### src/bbr_pkg.sv
`timescale 1ns / 1ps
`default_nettype none
// ----------------------------------------------------------------------------
// bbr_pkg - shared types and constants for the 3x3 RGB box blur
// Pixel and control types, register codes, field widths and the reciprocal
// used for the exact divide by nine.
// ----------------------------------------------------------------------------
package bbr_pkg;

	localparam int DEFAULT_MAX_WIDTH = 1024;

	localparam int CHAN_W     = 8;
	localparam int IMG_W_W    = 11;
	localparam int IMG_H_W    = 13;
	localparam int BLUR_W     = 13;
	localparam int CFG_DATA_W = 13;
	localparam int CFG_IDX_W  = 2;
	localparam int ROW_W      = 14;
	localparam int TAPS       = 9;

	// floor(s / 9) == (s * RECIP) >> RECIP_SHIFT for every 3x3 sum of bytes
	localparam int SUM_W       = 12;
	localparam int RECIP_SHIFT = 15;
	localparam logic [SUM_W-1:0] RECIP = 12'd3641;

	localparam logic [IMG_W_W-1:0] IMG_W_RESET = 11'd1024;
	localparam logic [IMG_H_W-1:0] IMG_H_RESET = 13'd1024;
	localparam logic [BLUR_W-1:0]  BLUR_RESET  = 13'd512;

	localparam logic OP_PIXEL = 1'b0;
	localparam logic OP_DRAIN = 1'b1;

	typedef enum logic [CFG_IDX_W-1:0] {
		CFG_IMAGE_WIDTH  = 2'd0,
		CFG_IMAGE_HEIGHT = 2'd1,
		CFG_BLUR_ROWS    = 2'd2
	} cfg_reg_t;

	typedef struct packed {
		logic [CHAN_W-1:0] red;
		logic [CHAN_W-1:0] green;
		logic [CHAN_W-1:0] blue;
	} pixel_t;

	typedef struct packed {
		logic valid;
		logic blur;
		logic last;
	} ctrl_t;

endpackage
`default_nettype wire

### src/bbr_lane.sv
`timescale 1ns / 1ps
`default_nettype none
// ----------------------------------------------------------------------------
// bbr_lane - one colour channel of the blur
// Registers the sum of the nine window taps, then divides it by nine with a
// reciprocal multiply.
// ----------------------------------------------------------------------------
module bbr_lane (
	input  wire logic                        clk,
	input  wire logic                        en,
	input  wire logic [bbr_pkg::CHAN_W-1:0]  taps [bbr_pkg::TAPS],
	output logic      [bbr_pkg::CHAN_W-1:0]  mean
);
	import bbr_pkg::*;

	logic [SUM_W-1:0]   sum;
	logic [SUM_W-1:0]   sum_s2;
	logic [2*SUM_W-1:0] prod;

	always_comb begin
		sum = '0;
		for (int i = 0; i < TAPS; i++) begin
			sum = sum + SUM_W'(taps[i]);
		end
	end

	always_ff @(posedge clk) begin
		if (en) begin
			sum_s2 <= sum;
		end
	end

	assign prod = sum_s2 * RECIP;
	assign mean = prod[RECIP_SHIFT +: CHAN_W];

endmodule
`default_nettype wire

### config.mk
export PLATFORM = sky130hd
export DESIGN_NAME = bbr_lane
export DESIGN_NICKNAME = d
export VERILOG_FILES = /design/src/bbr_pkg.sv /design/src/bbr_lane.sv
export SDC_FILE = /design/constraint.sdc
export NUM_CORES = 1
export LEC_CHECK = 0
export ABC_CLOCK_PERIOD_IN_PS = 7600
export BUFFER_PORTS_ARGS = -buffer_cell sky130_fd_sc_hd__buf_2
export CAP_MARGIN = 20
export CELL_PAD_IN_SITES_DETAIL_PLACEMENT = 0
export CELL_PAD_IN_SITES_GLOBAL_PLACEMENT = 1
export CORE_AREA = 2 2 155 97
export CTS_CLUSTER_DIAMETER = 30
export DETAILED_ROUTE_END_ITERATION = 10
export DIE_AREA = 0 0 157 99
export PLACE_DENSITY = 0.61
export SLEW_MARGIN = 20
export SYNTH_ARGS = -nofsm -noshare
export SYNTH_HDL_FRONTEND = slang
export SYNTH_SLANG_ARGS = --single-unit
export TNS_END_PERCENT = 30
### constraint.sdc
create_clock -name clk -period 7.6 [get_ports clk]
set_input_delay 1.52 -clock clk [delete_from_list [all_inputs] [get_ports clk]]
set_output_delay 1.52 -clock clk [all_outputs]
set_load 0.01 [all_outputs]
==> impl_results.md, run 1 <==
* Status: finished, final reports clean
* Final hold vios at 0
* Final wirelength at 7.891 mm
* Critical Path AT at 4.90 ns
* Hold path depth at 1
* Gpl congestion at 0.8322
* Worst Slack Setup Final at 1.178 ns
* Wire length per cell at 11.78 um
* RSZ-0062 raised after global routing: no
* Max incr delay on CP at 0.56 ns
* Hold Path Class: in2reg
* Core box area at 14080 sq um
* Clk root buf: clkbuf_16
* FMAX at 155.7 MHz
* Avg Inst Size Synth at 10.47 sq um
* Max_slew headroom at 75.35%
* Fin. max-slew vios at 0
* H-tree levels at 1
* Slowest CP cell: fa_1
* Worst Path Required at 6.08 ns
* DR iter-0 viols at 97
* GRT overflow at 0
* Period utilisation layout at 84.50%
* Ys async rst share at 0%
* DIE AREA at 15540 sq um
* Maximum clock path buffer count at 2
* Synthesized cell area at 4145 sq um
* CP top delay family: adder cells
* Synthesized flop and latch total at 12
* Pre-CTS WS at 1.512 ns
* Commonest cells post-synth: 119 x inv_1, 83 x fa_1, 80 x ha_1, 15 x xnor2_1, 12 x edfxtp_1
* Vias in the first global route at 2996
* Post-synth EDFFs at 12
* Overall Global Routing Usage at 10.87%
* Worst Hold Endpoint: sum_s2[11]$_DFFE_PP_
* I/O Buffers at 81
* Final net count at 711
* Type of origin of the critical path: flop
* Diode count at 0
* DR vias at 2814
* CP max FO at 4
* Reg clk slew, reported paths at 0.04 ns
* Multi-input gate area at 3278 sq um
* Top reg by flops: sum_s2
* Max reg flops at 12
* Worst Path Buf+Inv at 3
* Die X at 157 um
* Vias per cell at 4.200
* Hold Startpoint: en
* Yosys top cell by area: fa_1
* Mapped Cells at 396
* Router iterations before antenna repair at 4
* Area share of the largest cell type after synthesis at 40.08%
* Distinct cells, synth at 32
* Max cap viols at 0
* Crit path launch: sum_s2[6]$_DFFE_PP_
* TritonCTS Buffers at 3
* Synthesized net count at 633
* Reg area at 360.3 sq um
* Setup TNS Final at 0 ns
* Die Y at 99 um
* Ys flop type: edfxtp_1
* Tmin final at 6.422 ns
* Largest net degree at the start of global routing at 13
* Most common cell in the synthesized netlist: inv_1
* Sequential share of the synthesized area at 8.693%
* Cell Chain, Critical Path: fa_1 -> ha_1 -> ha_1 -> inv_1 -> fa_1 -> fa_1 -> inv_1 -> ha_1 -> a211oi_1 -> o21ai_0 -> o211ai_1 -> nand2_1 -> a311oi_1 -> xnor2_1 -> buf_2
* Post-CTS Hold Buffers at 0
* CTS tree: yes
* Fill cells at 1482
* Initial antenna violation count at 0
* Cts repair resizes at 0
* FP Rows at 34
* First-pass GRT wire length at 13.66 mm
* Synth-to-Final Area Change at 16.12%
* Post-DP HPWL at 7.565 mm
* DR DRC count at 0
* Crit path capture type: output pin
* ANT nets after route at 0
* Initial Util at 29.44%
* Clock Sinks at 12
* Share of cells above drive strength 1 at 18.64%
* Synth area leaders: fa_1 40%, ha_1 24%, inv_1 11%
* I/O pin cnt at 82
* Worst Max-Slew Pin Slew at 0.3605 ns
* Final setup viols at 0
* Biggest registers after layout: sum_s2: 12 flops
* Setup bufs post-CTS at 0
* Yosys warnings at 0
* CP Class: reg2out
==> worst max-delay path by stage <==
stage	end	depth (start not counted)
6_report	mean[7]	15
5_1_grt	mean[7]	15
4_1_cts	mean[7]	15
3_5_place_dp	mean[7]	17
3_3_place_gp	mean[7]	15
2_1_floorplan	mean[7]	16
==> stage by stage <==
step	instances	hold WS (ns)	utilization (%)	instance area, sq um
after floorplan	396	1.633	-	4145
after global placement	667	1.931	33.65	4738
after detailed placement	667	1.938	33.65	4738
after CTS	670	1.696	34.18	4813
after global routing	670	1.707	34.18	4813
final	670	1.692	34.18	4813
==> kinds of logic after synthesis <==
kind of cell    count (synthesis)  synth area share (%)
simple gates                   35                 4.256
flops                          12                 8.693
compound gates                 40                 6.581
xor+xnor                       19                 4.014
fa+ha+maj                     163                 64.23
buf+inv                       127                 12.22
==> area by class of cell <==
cell class,count,share of cell area (%)
Inverter,119,9.280
Multi-Input combinational cell,257,68.10
Clock buffer,3,1.560
Tap cell,198,5.147
Timing Repair Buffer,81,8.422
Sequential cell,12,7.486
==> routing by layer <==
layer	up-vias	share of wire, %	track usage [%]
li1	1383	-	-
met1	1376	55	17.87
met2	55	40	14.98
met3	0	5.3	2.375
met4	0	0	0.4234
met5	-	0	0
==> layout by cell type, fill, tap and decap left out, drive strengths merged, types with 8 or more instances in the layout <==
cell,netlist,final
o21ai,8,8
edfxtp,12,12
fa,83,83
buf,8,81
a21oi,10,10
xnor2,15,15
ha,80,80
nor2,10,10
inv,119,119
Power of run 1 is not shown: default switching activity piles up to over one toggle a cycle in this logic, so the estimate is an artifact.
==> run 2, diff against run 1 <==
- ABC_CLOCK_PERIOD_IN_PS: 7600 -> 6600
- clock period: 7.6 -> 6.6 ns (I/O delays scaled with it)
==> impl_results.md, run 2 (synthesized netlist as in run 1, its figures left out) <==
* Core box area at 14080 sq um (unchanged)
* First-pass GRT wire length at 13.25 mm (-3.0%)
* Hold Startpoint: en
* Post-CTS Hold Buffers at 0 (unchanged)
* Clk root buf: clkbuf_16
* Fin util at 34.21% (about the same)
* Type of origin of the critical path: flop
* Initial Util at 29.44% (unchanged)
* DIE AREA at 15540 sq um (unchanged)
* Crit path capture type: output pin
* Final wirelength at 7.778 mm (-1.4%)
* ANT nets after route at 0 (unchanged)
* Largest net degree at the start of global routing at 13 (unchanged)
* H-tree levels at 1 (unchanged)
* Setup TNS Final at 0 ns (unchanged)
* Fin. max-slew vios at 0 (unchanged)
* FMAX at 161.6 MHz
* Initial antenna violation count at 0 (unchanged)
* Hold Path Class: in2reg
* CP max FO at 4 (unchanged)
* Worst Hold Endpoint: sum_s2[11]$_DFFE_PP_
* DR vias at 2797 (-0.60%)
* Max incr delay on CP at 0.56 ns (about the same)
* Max reg flops at 12 (unchanged)
* Slowest CP cell: fa_1
* Tmin final at 6.186 ns
* FP Rows at 34 (unchanged)
* Max cap viols at 0 (unchanged)
* Post-DP HPWL at 7.486 mm (-1.1%)
* Hold path depth at 1 (unchanged)
* Max_slew headroom at 73.13% (-2.2 points)
* Setup bufs post-CTS at 0 (unchanged)
* Vias per cell at 4.168 (-0.75%)
* TritonCTS Buffers at 3 (unchanged)
* CP Class: reg2out
* Commonest non-fill, non-tap cells in the layout: 119 x inv_1, 83 x fa_1, 81 x buf_2
* Die Y at 99 um (unchanged)
* Reg clk slew, reported paths at 0.04 ns (about the same)
* Diode count at 0 (unchanged)
* Final net count at 711 (unchanged)
* Router iterations before antenna repair at 4 (unchanged)
* Critical Path AT at 4.87 ns (-0.03 ns)
* Top reg by flops: sum_s2
* Overall Global Routing Usage at 10.58% (-0.29 points)
* Cts repair resizes at 0 (unchanged)
* CTS tree: yes
* Most common cell after layout, fill and taps aside: inv_1
* I/O pin cnt at 82 (unchanged)
* Status: finished, final reports clean
* DR iter-0 viols at 90 (-7.2%)
* Biggest registers after layout: sum_s2: 12 flops
* DR DRC count at 0 (unchanged)
* GRT overflow at 0 (unchanged)
* Final hold vios at 0 (unchanged)
* Clock Sinks at 12 (unchanged)
* Synth-to-Final Area Change at 16.21% (about the same)
* Period utilisation layout at 93.73%
* Vias in the first global route at 2938 (-1.9%)
* Share of cells above drive strength 1 at 18.60% (-0.039 points)
* Maximum clock path buffer count at 2 (unchanged)
* I/O Buffers at 81 (unchanged)
* Cell Chain, Critical Path: fa_1 -> ha_1 -> ha_1 -> inv_1 -> fa_1 -> fa_1 -> inv_1 -> ha_1 -> a211oi_1 -> o21ai_0 -> o211ai_1 -> nand2_1 -> a311oi_1 -> xnor2_1 -> buf_2
* Worst Max-Slew Pin Slew at 0.4031 ns (+0.04262 ns)
* Final setup viols at 0 (unchanged)
* Worst Path Required at 5.28 ns (-0.80 ns)
* Die X at 157 um (unchanged)
* RSZ-0062 raised after global routing: no
* Wire length per cell at 11.59 um (-1.6%)
* Gpl congestion at 0.8323 (about the same)
==> run 2: cell count changes in the layout (fill, tap and decap cells not counted) <==
cell      previous run  this run
clkinv_1             0         1
==> run 2: worst max-delay path by stage <==
| stage | slack, ns | from | to | cells past startpoint |
|---|---|---|---|---|
| after floorplan | 1.00 | sum_s2[7]$_DFFE_PP_ | mean[7] | 16 |
| after global placement | 0.75 | sum_s2[6]$_DFFE_PP_ | mean[7] | 15 |
| after detailed placement | 0.71 | sum_s2[7]$_DFFE_PP_ | mean[7] | 17 |
| after CTS | 0.40 | sum_s2[6]$_DFFE_PP_ | mean[7] | 15 |
| after global routing | 0.10 | sum_s2[6]$_DFFE_PP_ | mean[7] | 17 |
| final | 0.41 | sum_s2[6]$_DFFE_PP_ | mean[7] | 15 |
==> run 2: area by class of cell <==
cell class              instances  area (sq um)
fillers                      1450          9264
clock buffers                   3         75.07
flip-flops and latches         12         360.3
inverters                     119         446.7
repair buffers                 81         405.4
clock inverters                 1         3.754
multi-input cells             257          3278
well taps                     198         247.7
==> run 2: critical path, delay by kind of cell, from the launching register on <==
kind	cells	cell delay (ns)
buf+inv	3	0.26
fa+ha+maj	6	2.60
simple gates	1	0.15
xor+xnor	1	0.17
flops	1	0.50
compound gates	4	0.94
==> run 2: through the flow <==
stage               setup slack, ns  area [sq um]  cells  hold slack (ns)
floorplan                     1.003          4145    396            1.433
global placement             0.7535          4738    667            1.731
detailed placement           0.7053          4738    667            1.733
CTS                          0.3998          4817    671            1.489
global route                 0.1037          4817    671            1.501
finish                       0.4137          4817    671            1.485
==> run 2: routing by layer <==
metal	GRT usage, %	vias up	part of all wire (%)
li1	-	1385	-
met2	14.68	49	40
met4	0.4940	0	0.30
met1	17.02	1361	54
met5	0	-	0
met3	2.726	2	5.6
Power of run 2 is left out for the same reason.
