**src/bbr_pkg.sv**
```systemverilog
`timescale 1ns / 1ps
`default_nettype none
// ----------------------------------------------------------------------------
// bbr_pkg - shared types and constants for the 3x3 RGB box blur
// Pixel and control types, register codes, field widths and the reciprocal
// used for the exact divide by nine.
// ----------------------------------------------------------------------------
package bbr_pkg;

	localparam int DEFAULT_MAX_WIDTH = 1024;

	localparam int CHAN_W     = 8;
	localparam int IMG_W_W    = 11;
	localparam int IMG_H_W    = 13;
	localparam int BLUR_W     = 13;
	localparam int CFG_DATA_W = 13;
	localparam int CFG_IDX_W  = 2;
	localparam int ROW_W      = 14;
	localparam int TAPS       = 9;

	// floor(s / 9) == (s * RECIP) >> RECIP_SHIFT for every 3x3 sum of bytes
	localparam int SUM_W       = 12;
	localparam int RECIP_SHIFT = 15;
	localparam logic [SUM_W-1:0] RECIP = 12'd3641;

	localparam logic [IMG_W_W-1:0] IMG_W_RESET = 11'd1024;
	localparam logic [IMG_H_W-1:0] IMG_H_RESET = 13'd1024;
	localparam logic [BLUR_W-1:0]  BLUR_RESET  = 13'd512;

	localparam logic OP_PIXEL = 1'b0;
	localparam logic OP_DRAIN = 1'b1;

	typedef enum logic [CFG_IDX_W-1:0] {
		CFG_IMAGE_WIDTH  = 2'd0,
		CFG_IMAGE_HEIGHT = 2'd1,
		CFG_BLUR_ROWS    = 2'd2
	} cfg_reg_t;

	typedef struct packed {
		logic [CHAN_W-1:0] red;
		logic [CHAN_W-1:0] green;
		logic [CHAN_W-1:0] blue;
	} pixel_t;

	typedef struct packed {
		logic valid;
		logic blur;
		logic last;
	} ctrl_t;

endpackage
`default_nettype wire

```
**src/bbr_merge.sv**
```systemverilog
`timescale 1ns / 1ps
`default_nettype none
// ----------------------------------------------------------------------------
// bbr_merge - output stage
// Combines the three lane results into one pixel, or passes the centre pixel
// on rows below the blur band, and holds it for the output transfer.
// ----------------------------------------------------------------------------
module bbr_merge (
	input  wire logic                       clk,
	input  wire logic                       arst_n,
	input  wire logic                       en,
	input  wire bbr_pkg::ctrl_t             ctrl_s2,
	input  wire bbr_pkg::pixel_t            centre_s2,
	input  wire logic [bbr_pkg::CHAN_W-1:0] mean_red,
	input  wire logic [bbr_pkg::CHAN_W-1:0] mean_green,
	input  wire logic [bbr_pkg::CHAN_W-1:0] mean_blue,
	output logic                            valid,
	output bbr_pkg::pixel_t                 pixel,
	output logic                            last
);
	import bbr_pkg::*;

	logic   valid_s3;
	pixel_t pixel_s3;
	logic   last_s3;
	pixel_t blurred;

	assign blurred = '{red: mean_red, green: mean_green, blue: mean_blue};

	always_ff @(posedge clk or negedge arst_n) begin
		if (!arst_n) begin
			valid_s3 <= 1'b0;
		end else if (en) begin
			valid_s3 <= ctrl_s2.valid;
		end
	end

	always_ff @(posedge clk) begin
		if (en) begin
			pixel_s3 <= ctrl_s2.blur ? blurred : centre_s2;
			last_s3  <= ctrl_s2.last;
		end
	end

	assign valid = valid_s3;
	assign pixel = pixel_s3;
	assign last  = last_s3;

endmodule
`default_nettype wire

```
**config.mk**
```make
export PLATFORM = sky130hd
export DESIGN_NAME = bbr_merge
export DESIGN_NICKNAME = d
export VERILOG_FILES = /design/src/bbr_pkg.sv /design/src/bbr_merge.sv
export SDC_FILE = /design/constraint.sdc
export NUM_CORES = 1
export LEC_CHECK = 0
export BUFFER_PORTS_ARGS = -buffer_cell sky130_fd_sc_hd__buf_2
export CAP_MARGIN = 20
export CORE_MARGIN = 3
export CORE_UTILIZATION = 44
export DETAILED_ROUTE_END_ITERATION = 6
export HOLD_SLACK_MARGIN = 0.02
export PLACE_DENSITY = 0.95
export SKIP_LAST_GASP = 1
export SLEW_MARGIN = 20
export SYNTH_ARGS = -nofsm -noshare
export SYNTH_HDL_FRONTEND = slang
export SYNTH_SLANG_ARGS = --single-unit
```
**constraint.sdc**
```tcl
create_clock -name clk -period 2.1 [get_ports clk]
set_input_delay 0.21 -clock clk [delete_from_list [all_inputs] [get_ports clk]]
set_output_delay 0.21 -clock clk [all_outputs]
set_load 0.05 [all_outputs]
```
==> flow_metrics.env, run 1 <==
export IMPL_htreeDepth=1
export IMPL_syn_nets=108
export IMPL_drc_errors=0
export IMPL_ys_types=6
export IMPL_irDropWorstVdd_v=0.0004742
export IMPL_fin_crit_ns=1.154
export IMPL_grt_pass1_vias=793
export IMPL_port_buffers=79
export IMPL_synth_seq_area_share_pct=65.54
export IMPL_grt_antenna_before_repair=0
export IMPL_required_ns=1.89
export IMPL_hold_class="in2reg"
export IMPL_critPathMaxFanout=1
export IMPL_p_leak_nw=0.7856
export IMPL_fin_skew_ns=0
export IMPL_core_region_area_sq_um=2522
export IMPL_numCtsBuffers=3
export IMPL_status="finished clean"
export IMPL_drtIter0Drc=18
export IMPL_cap_violations=0
export IMPL_cts_clk_slew_worst_paths_ns=0.14
export IMPL_critPathMaxStageDelay_ns=0.40
export IMPL_critPathBufInv=1
export IMPL_yosysWarnings=0
export IMPL_gpl_final_weighted_congestion=0.6358
export IMPL_cellPowerDensity_nw_per_um2=752.2
export IMPL_track_usage_pct=13.61
export IMPL_synthCells=54
export IMPL_drt_first_pass_iters=4
export IMPL_grt_pass1_wl_mm=3.415
export IMPL_cts_root_buf="clkbuf_4"
export IMPL_cts_tree="built"
export IMPL_yosysTopAreaCellShare_pct=63.42
export IMPL_drive_gt1_share_pct=80.15
export IMPL_worstSetupPathType="reg2out"
export IMPL_vias=764
export IMPL_netlist_top_cells_area="edfxtp_1 63%, mux2_4 25%, mux2_2 4.8%, buf_12 3.4%, dfrtp_1 2.1%"
export IMPL_nets=191
export IMPL_dieWidth_um=57.87
export IMPL_fmax_mhz=866.8
export IMPL_worstPathArrival_ns=0.94
export IMPL_critPathLaunchType="register"
export IMPL_die_h_um=57.87
export IMPL_initial_core_util_pct=46.92
export IMPL_path_cells="buf_2"
export IMPL_grt_max_degree=27
export IMPL_rows=18
export IMPL_yosysTopAreaCell="edfxtp_1"
export IMPL_syn_avg_cell_area_sq_um=21.92
export IMPL_wirelength_mm=2.307
export IMPL_hold_viol_final=0
export IMPL_via_per_inst=4.602
export IMPL_postRouteAntennaNets=0
export IMPL_final_util_pct=64.68
export IMPL_setup_viol=0
export IMPL_crit_family="flip-flops"
export IMPL_clk_insertion_delay_late_ns=0.31
export IMPL_antenna_cells=0
export IMPL_cts_buffer_depth=2
export IMPL_ys_seq_elements=26
export IMPL_dieArea_sq_um=3348
export IMPL_syn_cell_area_sq_um=1184
export IMPL_max_slew_margin_rel_pct=62.30
export IMPL_fillCellCount=202
export IMPL_slowest_stage="edfxtp_1"
export IMPL_worst_pin_slew_ns=0.5654
export IMPL_grt_overflow_total=0
export IMPL_rsz0062_at_grt="false"
export IMPL_io_pins=80
export IMPL_area_delta_synth_final_pct=37.84
export IMPL_hpwl_mm=1.898
export IMPL_seq_area_sq_um=775.7
export IMPL_wl_per_cell_um=13.90
export IMPL_cts_sinks=26
export IMPL_fin_crit_sh_pct=54.94
export IMPL_timing_setup_tns_ns=0
export IMPL_drv_slew=0
export IMPL_crit_path_end_kind="primary output"
export IMPL_multi_input_area_sq_um=356.6
layout by cell type (no fill, tap or decap), drive strengths merged:
cell type,count
mux2,25
dfrtp,1
dlygate4sd3,1
buf,80
clkbuf,4
edfxtp,25
final timing paths:
check                                    startpoint           endpoint  slack (ns)  cells past startpoint
max in group asynchronous                    arst_n  valid$_DFFE_PN0P_        1.84                      2
worst max-delay path            pixel[12]$_DFFE_PP_          pixel[12]        0.95                      1
worst min-delay path                     ctrl_s2[0]     last$_DFFE_PP_        0.07                      1
worst min register to register    valid$_DFFE_PN0P_  valid$_DFFE_PN0P_        0.53                      1
worst max register to register    valid$_DFFE_PN0P_  valid$_DFFE_PN0P_        1.35                      1
min in group asynchronous                    arst_n  valid$_DFFE_PN0P_        0.18                      2
sequential cells by signal, indices dropped and copies added, names as in the netlist:
name	flops
valid	1
last	1
pixel	24
per-stage QoR:
stage          setup WS, ns  cell area, sq um  hold slack (ns)  total power, mW  std cells
3_5_place_dp         0.7247              1585         -0.01376           0.9938        161
4_1_cts              0.9384              1632          0.05977            1.237        166
5_1_grt              0.8822              1632          0.03781            1.279        166
2_1_floorplan         1.091              1184         -0.08559           0.8937         54
3_3_place_gp         0.7515              1585         -0.01369           0.9849        161
6_report             0.9463              1632          0.06505            1.227        166
what timing repair did:
action,CTS,global route
endpoints found under the hold margin,1,0
hold buffers,1,0
setup buffers,0,0
resized for setup,0,0
cell families after synthesis:
kind of cell / share of synthesized area [%]
buffers and inverters: 4.334
flip-flops: 65.54
multiplexers: 30.13
routing by layer:
metal | vias up | GRT usage, % | share of wire (%)
met5 | - | 0 | 0
met1 | 353 | 15.25 | 34
met2 | 34 | 25.16 | 57
met4 | 0 | 6.954 | 0.95
li1 | 375 | - | -
met3 | 2 | 1.559 | 7.6
synth_stat cells:
library cell,number
mux2_2,5
buf_6,1
buf_12,2
edfxtp_1,25
dfrtp_1,1
mux2_4,20
layout make-up:
class | instances | area share, %
multi-input combinational | 25 | 21.86
timing repair buffer | 81 | 26.07
tap | 30 | 2.301
sequential | 26 | 47.55
clock buffer | 4 | 2.224
power by group:
part           total, mW  internal (mW)  leakage, nW  switching [mW]
logic              0.346          0.121        0.508           0.225
registers          0.633          0.623        0.256         0.00982
clock network      0.248          0.106       0.0210           0.142
No activity file was read; power rests on OpenSTA's default activity.
==> run 2: changes to the inputs <==
--- a/config.mk
+++ b/config.mk
@@ -5,13 +5,14 @@
 export SDC_FILE = /design/constraint.sdc
 export NUM_CORES = 1
 export LEC_CHECK = 0
+export ABC_AREA = 1
 export BUFFER_PORTS_ARGS = -buffer_cell sky130_fd_sc_hd__buf_2
 export CAP_MARGIN = 20
 export CORE_MARGIN = 3
-export CORE_UTILIZATION = 44
+export CORE_UTILIZATION = 36
 export DETAILED_ROUTE_END_ITERATION = 6
 export HOLD_SLACK_MARGIN = 0.02
-export PLACE_DENSITY = 0.95
+export PLACE_DENSITY = 0.85
 export SKIP_LAST_GASP = 1
 export SLEW_MARGIN = 20
 export SYNTH_ARGS = -nofsm -noshare
==> constraint.sdc (replaced) <==
create_clock -name clk -period 1.05 [get_ports clk]
set_input_delay 0.105 -clock clk [delete_from_list [all_inputs] [get_ports clk]]
set_output_delay 0.105 -clock clk [all_outputs]
set_load 0.05 [all_outputs]
==> run 2 against run 1 <==
  * Via count up 32%
  * Global-route usage is 0.80 points lower
  * Sequential power up 100%
  * Combinational power increased by 120%
  * Routed wire length increased by 9.9%
==> flow_metrics.env, run 2 <==
export IMPL_grtUsageMet2_pct=25.96
export IMPL_port_buffers=79
export IMPL_grt_most_used_layer="met2"
export IMPL_crit_family="flip-flops"
export IMPL_area_delta_synth_final_pct=49.62
export IMPL_worst_pin_slew_ns=0.2491
export IMPL_required_ns=0.94
export IMPL_async_flop_share_pct=3.846
export IMPL_post_synth_top_count_cell="nand2_1"
export IMPL_via_per_inst=4.258
export IMPL_ys_types=9
export IMPL_setup_viol=0
export IMPL_ys_top_cells_by_count="65 x nand2_1, 25 x edfxtp_1, 10 x nand2_2"
export IMPL_wl_per_cell_um=10.75
export IMPL_drive_gt1_share_pct=50.00
export IMPL_syn_nets=162
export IMPL_cts_buffer_depth=2
export IMPL_power_mw=2.435
export IMPL_postRouteAntennaNets=0
export IMPL_final_cell_mix="65 x nand2_1, 54 x buf_2, 25 x edfxtp_1, 16 x buf_4, 11 x buf_6"
export IMPL_syn_avg_cell_area_sq_um=10.79
export IMPL_max_slew_margin_rel_pct=83.51
export IMPL_drtIter0Drc=23
export IMPL_cap_violations=0
export IMPL_netlist_top_cells_area="edfxtp_1 64%, nand2_1 21%, nand2_2 5.4%, buf_6 2.9%, dfrtp_1 2.1%"
export IMPL_nets=247
export IMPL_drc_errors=0
export IMPL_cellPowerDensity_nw_per_um2=1397
export IMPL_grt_pass1_wl_mm=3.995
export IMPL_track_usage_pct=12.81
export IMPL_worstPathArrival_ns=0.91
export IMPL_core_region_area_sq_um=3078
export IMPL_layout_commonest_cell="nand2_1"
export IMPL_dieWidth_um=62.89
export IMPL_critPathBufInv=1
export IMPL_numCtsBuffers=3
export IMPL_dieArea_sq_um=3955
export IMPL_yosysTopAreaCellShare_pct=64.45
export IMPL_grt_pass1_vias=974
export IMPL_hold_viol_final=0
export IMPL_slowest_stage="edfxtp_1"
export IMPL_cts_clk_slew_worst_paths_ns=0.13
export IMPL_wirelength_mm=2.536
export IMPL_hold_class="in2reg"
export IMPL_synthCells=108
export IMPL_p_leak_nw=0.8839
export IMPL_cts_root_buf="clkbuf_4"
export IMPL_grt_overflow_total=0
export IMPL_clk_insertion_delay_late_ns=0.31
export IMPL_crit_path_end_kind="primary output"
export IMPL_drt_first_pass_iters=4
export IMPL_place_inst=229
export IMPL_fin_ws_ns=0.03630
export IMPL_irDropWorstVdd_v=0.0005680
export IMPL_place_ws_ns=0.2202
export IMPL_fin_cells=236
export IMPL_yosysTopAreaCell="edfxtp_1"
export IMPL_worstSetupPathType="reg2out"
export IMPL_htreeDepth=1
export IMPL_yosysWarnings=0
export IMPL_io_pins=80
export IMPL_status="finished clean"
export IMPL_vias=1005
export IMPL_synth_seq_area_share_pct=66.60
export IMPL_die_h_um=62.89
export IMPL_grt_util_met3_pct=1.619
export IMPL_initial_core_util_pct=37.85
export IMPL_ys_seq_elements=26
export IMPL_synth_edf_count=25
export IMPL_critPathMaxStageDelay_ns=0.40
export IMPL_critPathLaunchType="register"
export IMPL_cts_sinks=26
export IMPL_fillCellCount=298
export IMPL_fin_crit_ns=1.014
export IMPL_syn_cell_area_sq_um=1165
export IMPL_drv_slew=0
export IMPL_grt_antenna_before_repair=0
export IMPL_antenna_cells=0
export IMPL_synth_main_ff_cell="edfxtp_1"
export IMPL_cts_tree="built"
export IMPL_largest_reg_flops=24
export IMPL_fin_crit_sh_pct=96.54
export IMPL_grt_max_degree=28
export IMPL_gpl_final_weighted_congestion=0.7233
export IMPL_rrSetupSlack_ns=0.44
export IMPL_rsz0062_at_grt="true"
export IMPL_critPathMaxFanout=1
export IMPL_fin_skew_ns=0
export IMPL_grtUsageMet1_pct=12.14
export IMPL_rows=20
export IMPL_fmax_mhz=986.5
export IMPL_path_cells="buf_4"
-- run 2: cell count changes in the layout (fill, tap and decap cells not counted), moves of 2 or more --
cell	previous run	this run
buf_4	0	16
mux2_2	5	0
nand2_1	0	65
dlygate4sd3_1	1	3
buf_2	79	54
nand2_2	0	10
mux2_4	20	0
buf_6	0	11
-- run 2: metal layers --
metal  share of wire, %  up-vias
li1                   -      513
met1                 34      457
met2                 59       33
met3                5.4        2
met4                1.3        0
met5                  0        -
-- run 2: final cells by class --
class	count	area, sq um	area share (%)
tap	44	55.05	3.159
inverter	2	15.01	0.8615
timing repair buffer	85	564.3	32.38
clock buffer	3	22.52	1.292
multi-input combinational	75	306.5	17.59
clock inverter	1	3.754	0.2154
sequential	26	775.7	44.51
-- run 2: per-stage QoR --
stage / cell area (sq um) / hold slack, ns / TNS [ns] / util, %
global placement: 1583 / -0.1204 / 0 / 51.42
CTS: 1649 / 0.03769 / 0 / 53.58
global route: 1743 / 0.03837 / -0.01456 / 56.63
finish: 1743 / 0.04939 / 0 / 56.63
floorplan: 1165 / -0.1906 / 0 / -
detailed placement: 1583 / -0.1168 / 0 / 51.42
-- run 2: worst paths after layout --
| kind | end | from | cells after the start |
|---|---|---|---|
| max | pixel[23] | pixel[23]$_DFFE_PP_ | 1 |
| min | pixel[16]$_DFFE_PP_ | centre_s2[16] | 3 |
| max reg2reg | valid$_DFFE_PN0P_ | valid$_DFFE_PN0P_ | 2 |
| min reg2reg | valid$_DFFE_PN0P_ | valid$_DFFE_PN0P_ | 2 |
| max in group asynchronous | valid$_DFFE_PN0P_ | arst_n | 2 |
| min in group asynchronous | valid$_DFFE_PN0P_ | arst_n | 2 |
-- run 2: cell families after synthesis --
kind of cell / Yosys count / synth area share, %
simple gates: 75 / 26.32
flops: 26 / 66.59
buf+inv: 7 / 7.088
-- run 2: repair_timing --
action,CTS,global route
gates resized for setup,4,53
setup endpoints to repair,4,24
pin swaps,0,0
hold buffers,3,0
setup buffers,0,0
hold endpoints to repair,3,0
-- run 2: power by group --
group          internal, mW  switching, mW
registers              1.25         0.0339
clock network         0.139          0.269
logic                 0.262          0.484
==> run 3: changes to the inputs <==
==> constraint.sdc (replaced) <==
create_clock -name clk -period 1.05 [get_ports clk]
set_input_delay 0.0525 -clock clk [delete_from_list [all_inputs] [get_ports clk]]
set_output_delay 0.0525 -clock clk [all_outputs]
set_load 0.05 [all_outputs]
==> run 3 against run 2 <==
  * Critical path depth stayed put
  * Largest power group unchanged
  * Via count is 24% higher
  * Sequential share of layout area is 8.1 points lower
  * Total power is 3.1% higher
  * Global-route usage is 6.4 points higher
==> flow_metrics.env, run 3 (same netlist as run 2, synthesis figures left out) <==
export IMPL_place_area_sq_um=1583
export IMPL_track_usage_pct=19.18
export IMPL_grt_overflow_total=0
export IMPL_grt_pass1_vias=1363
export IMPL_fin_crit_sh_pct=94.46
export IMPL_via_per_inst=4.358
export IMPL_cts_sinks=26
export IMPL_r2r_worst_path_cells=2
export IMPL_top_layer_used="met4"
export IMPL_gpl_final_weighted_congestion=0.7233
export IMPL_worstSetupPathType="reg2out"
export IMPL_cellPowerDensity_nw_per_um2=1177
export IMPL_die_h_um=62.89
export IMPL_hold_class="in2reg"
export IMPL_cts_root_buf="clkbuf_4"
export IMPL_vias=1242
export IMPL_cts_clk_slew_worst_paths_ns=0.13
export IMPL_fmax_mhz=1008
export IMPL_cts_buffer_depth=2
export IMPL_critPathBufInv=1
export IMPL_initial_core_util_pct=37.85
export IMPL_required_ns=1.00
export IMPL_dieWidth_um=62.89
export IMPL_crit_path_end_kind="primary output"
export IMPL_place_ws_ns=0.2727
export IMPL_port_buffers=79
export IMPL_hold_viol_final=0
export IMPL_postRouteAntennaNets=0
export IMPL_fin_ws_ns=0.05815
export IMPL_layout_commonest_cell="buf_2"
export IMPL_status="finished clean"
export IMPL_wl_per_cell_um=12.40
export IMPL_final_cell_mix="78 x buf_2, 65 x nand2_1, 52 x dlygate4sd3_1, 25 x edfxtp_1, 10 x nand2_2"
export IMPL_io_pins=80
export IMPL_path_depth=1
export IMPL_fillCellCount=250
export IMPL_slowest_stage="edfxtp_1"
export IMPL_fin_crit_ns=0.9919
export IMPL_cap_violations=0
export IMPL_htreeDepth=1
export IMPL_routed_wl_met2_mm=2.176
export IMPL_path_cells="clkbuf_4"
export IMPL_final_util_pct=69.27
export IMPL_fin_area_sq_um=2132
export IMPL_grt_antenna_before_repair=0
export IMPL_fin_skew_ns=0
export IMPL_numCtsBuffers=3
export IMPL_setup_viol=0
export IMPL_largest_reg_flops=24
export IMPL_critPathMaxStageDelay_ns=0.41
export IMPL_clk_insertion_delay_late_ns=0.30
export IMPL_critPathMaxFanout=1
export IMPL_drt_met1_wl_mm=1.107
export IMPL_core_region_area_sq_um=3078
export IMPL_drive_gt1_share_pct=39.83
export IMPL_irDropWorstVdd_v=0.0005763
export IMPL_critPathLaunchType="register"
export IMPL_wl_met3_um=122
export IMPL_antenna_cells=0
export IMPL_drt_first_pass_iters=4
export IMPL_drv_slew=0
export IMPL_grt_max_degree=28
export IMPL_power_mw=2.510
export IMPL_min_path_cells=2
export IMPL_cts_tree="built"
export IMPL_rows=20
export IMPL_drc_errors=0
export IMPL_worst_pin_slew_ns=0.2706
export IMPL_grt_pass1_wl_mm=5.830
export IMPL_max_slew_margin_rel_pct=82.08
export IMPL_nets=296
export IMPL_crit_family="flip-flops"
export IMPL_drtIter0Drc=24
export IMPL_p_leak_nw=1.054
export IMPL_worstPathArrival_ns=0.94
export IMPL_wirelength_mm=3.534
export IMPL_dieArea_sq_um=3955
export IMPL_area_delta_synth_final_pct=83.03
export IMPL_whs_ns=0.1618
run 3: cell types whose count changed in the layout (fill, tap and decap cells not counted), sizes merged:
| cell | before | now |
|---|---|---|
| clkbuf | 3 | 4 |
| buf | 82 | 81 |
| dlygate4sd3 | 3 | 52 |
run 3: power breakdown:
part | internal (mW) | switching (mW) | leakage, nW
clock network | 0.139 | 0.274 | 0.0154
registers | 1.25 | 0.0238 | 0.256
logic | 0.309 | 0.520 | 0.783
run 3: path summary, 6_finish.rpt:
check	start	to	slack, ns
max in group asynchronous	arst_n	valid$_DFFE_PN0P_	0.40
worst max-delay path	pixel[0]$_DFFE_PP_	pixel[0]	0.06
worst min-delay path	en	pixel[1]$_DFFE_PP_	0.16
worst max register to register	valid$_DFFE_PN0P_	valid$_DFFE_PN0P_	0.45
worst min register to register	valid$_DFFE_PN0P_	valid$_DFFE_PN0P_	0.49
min in group asynchronous	arst_n	valid$_DFFE_PN0P_	0.55
run 3: area by class of cell:
type | instances | area [sq um] | area share, %
clock buffer | 3 | 22.52 | 1.056
timing repair buffer | 134 | 953.4 | 44.72
multi-input combinational | 75 | 306.5 | 14.38
inverter | 2 | 15.01 | 0.7042
clock inverter | 1 | 3.754 | 0.1761
sequential | 26 | 775.7 | 36.39
tap | 44 | 55.05 | 2.582
run 3: metrics by stage:
step / std cells / setup TNS, ns
finish: 285 / 0
global route: 285 / -0.009558
CTS: 285 / 0
detailed placement: 229 / 0
global placement: 229 / 0
floorplan: 108 / 0
run 3: repair_timing:
item	CTS	global route
hold endpoints to repair	27	0
hold buffers	52	0
resized for setup	0	1
buffers inserted	0	0
setup endpoints to repair	0	1
run 3: layer usage:
layer | GRT usage, % | up-vias
li1 | - | 609
met1 | 15.12 | 568
met2 | 41.37 | 51
met3 | 2.338 | 14
met4 | 12.12 | 0
met5 | 0 | -
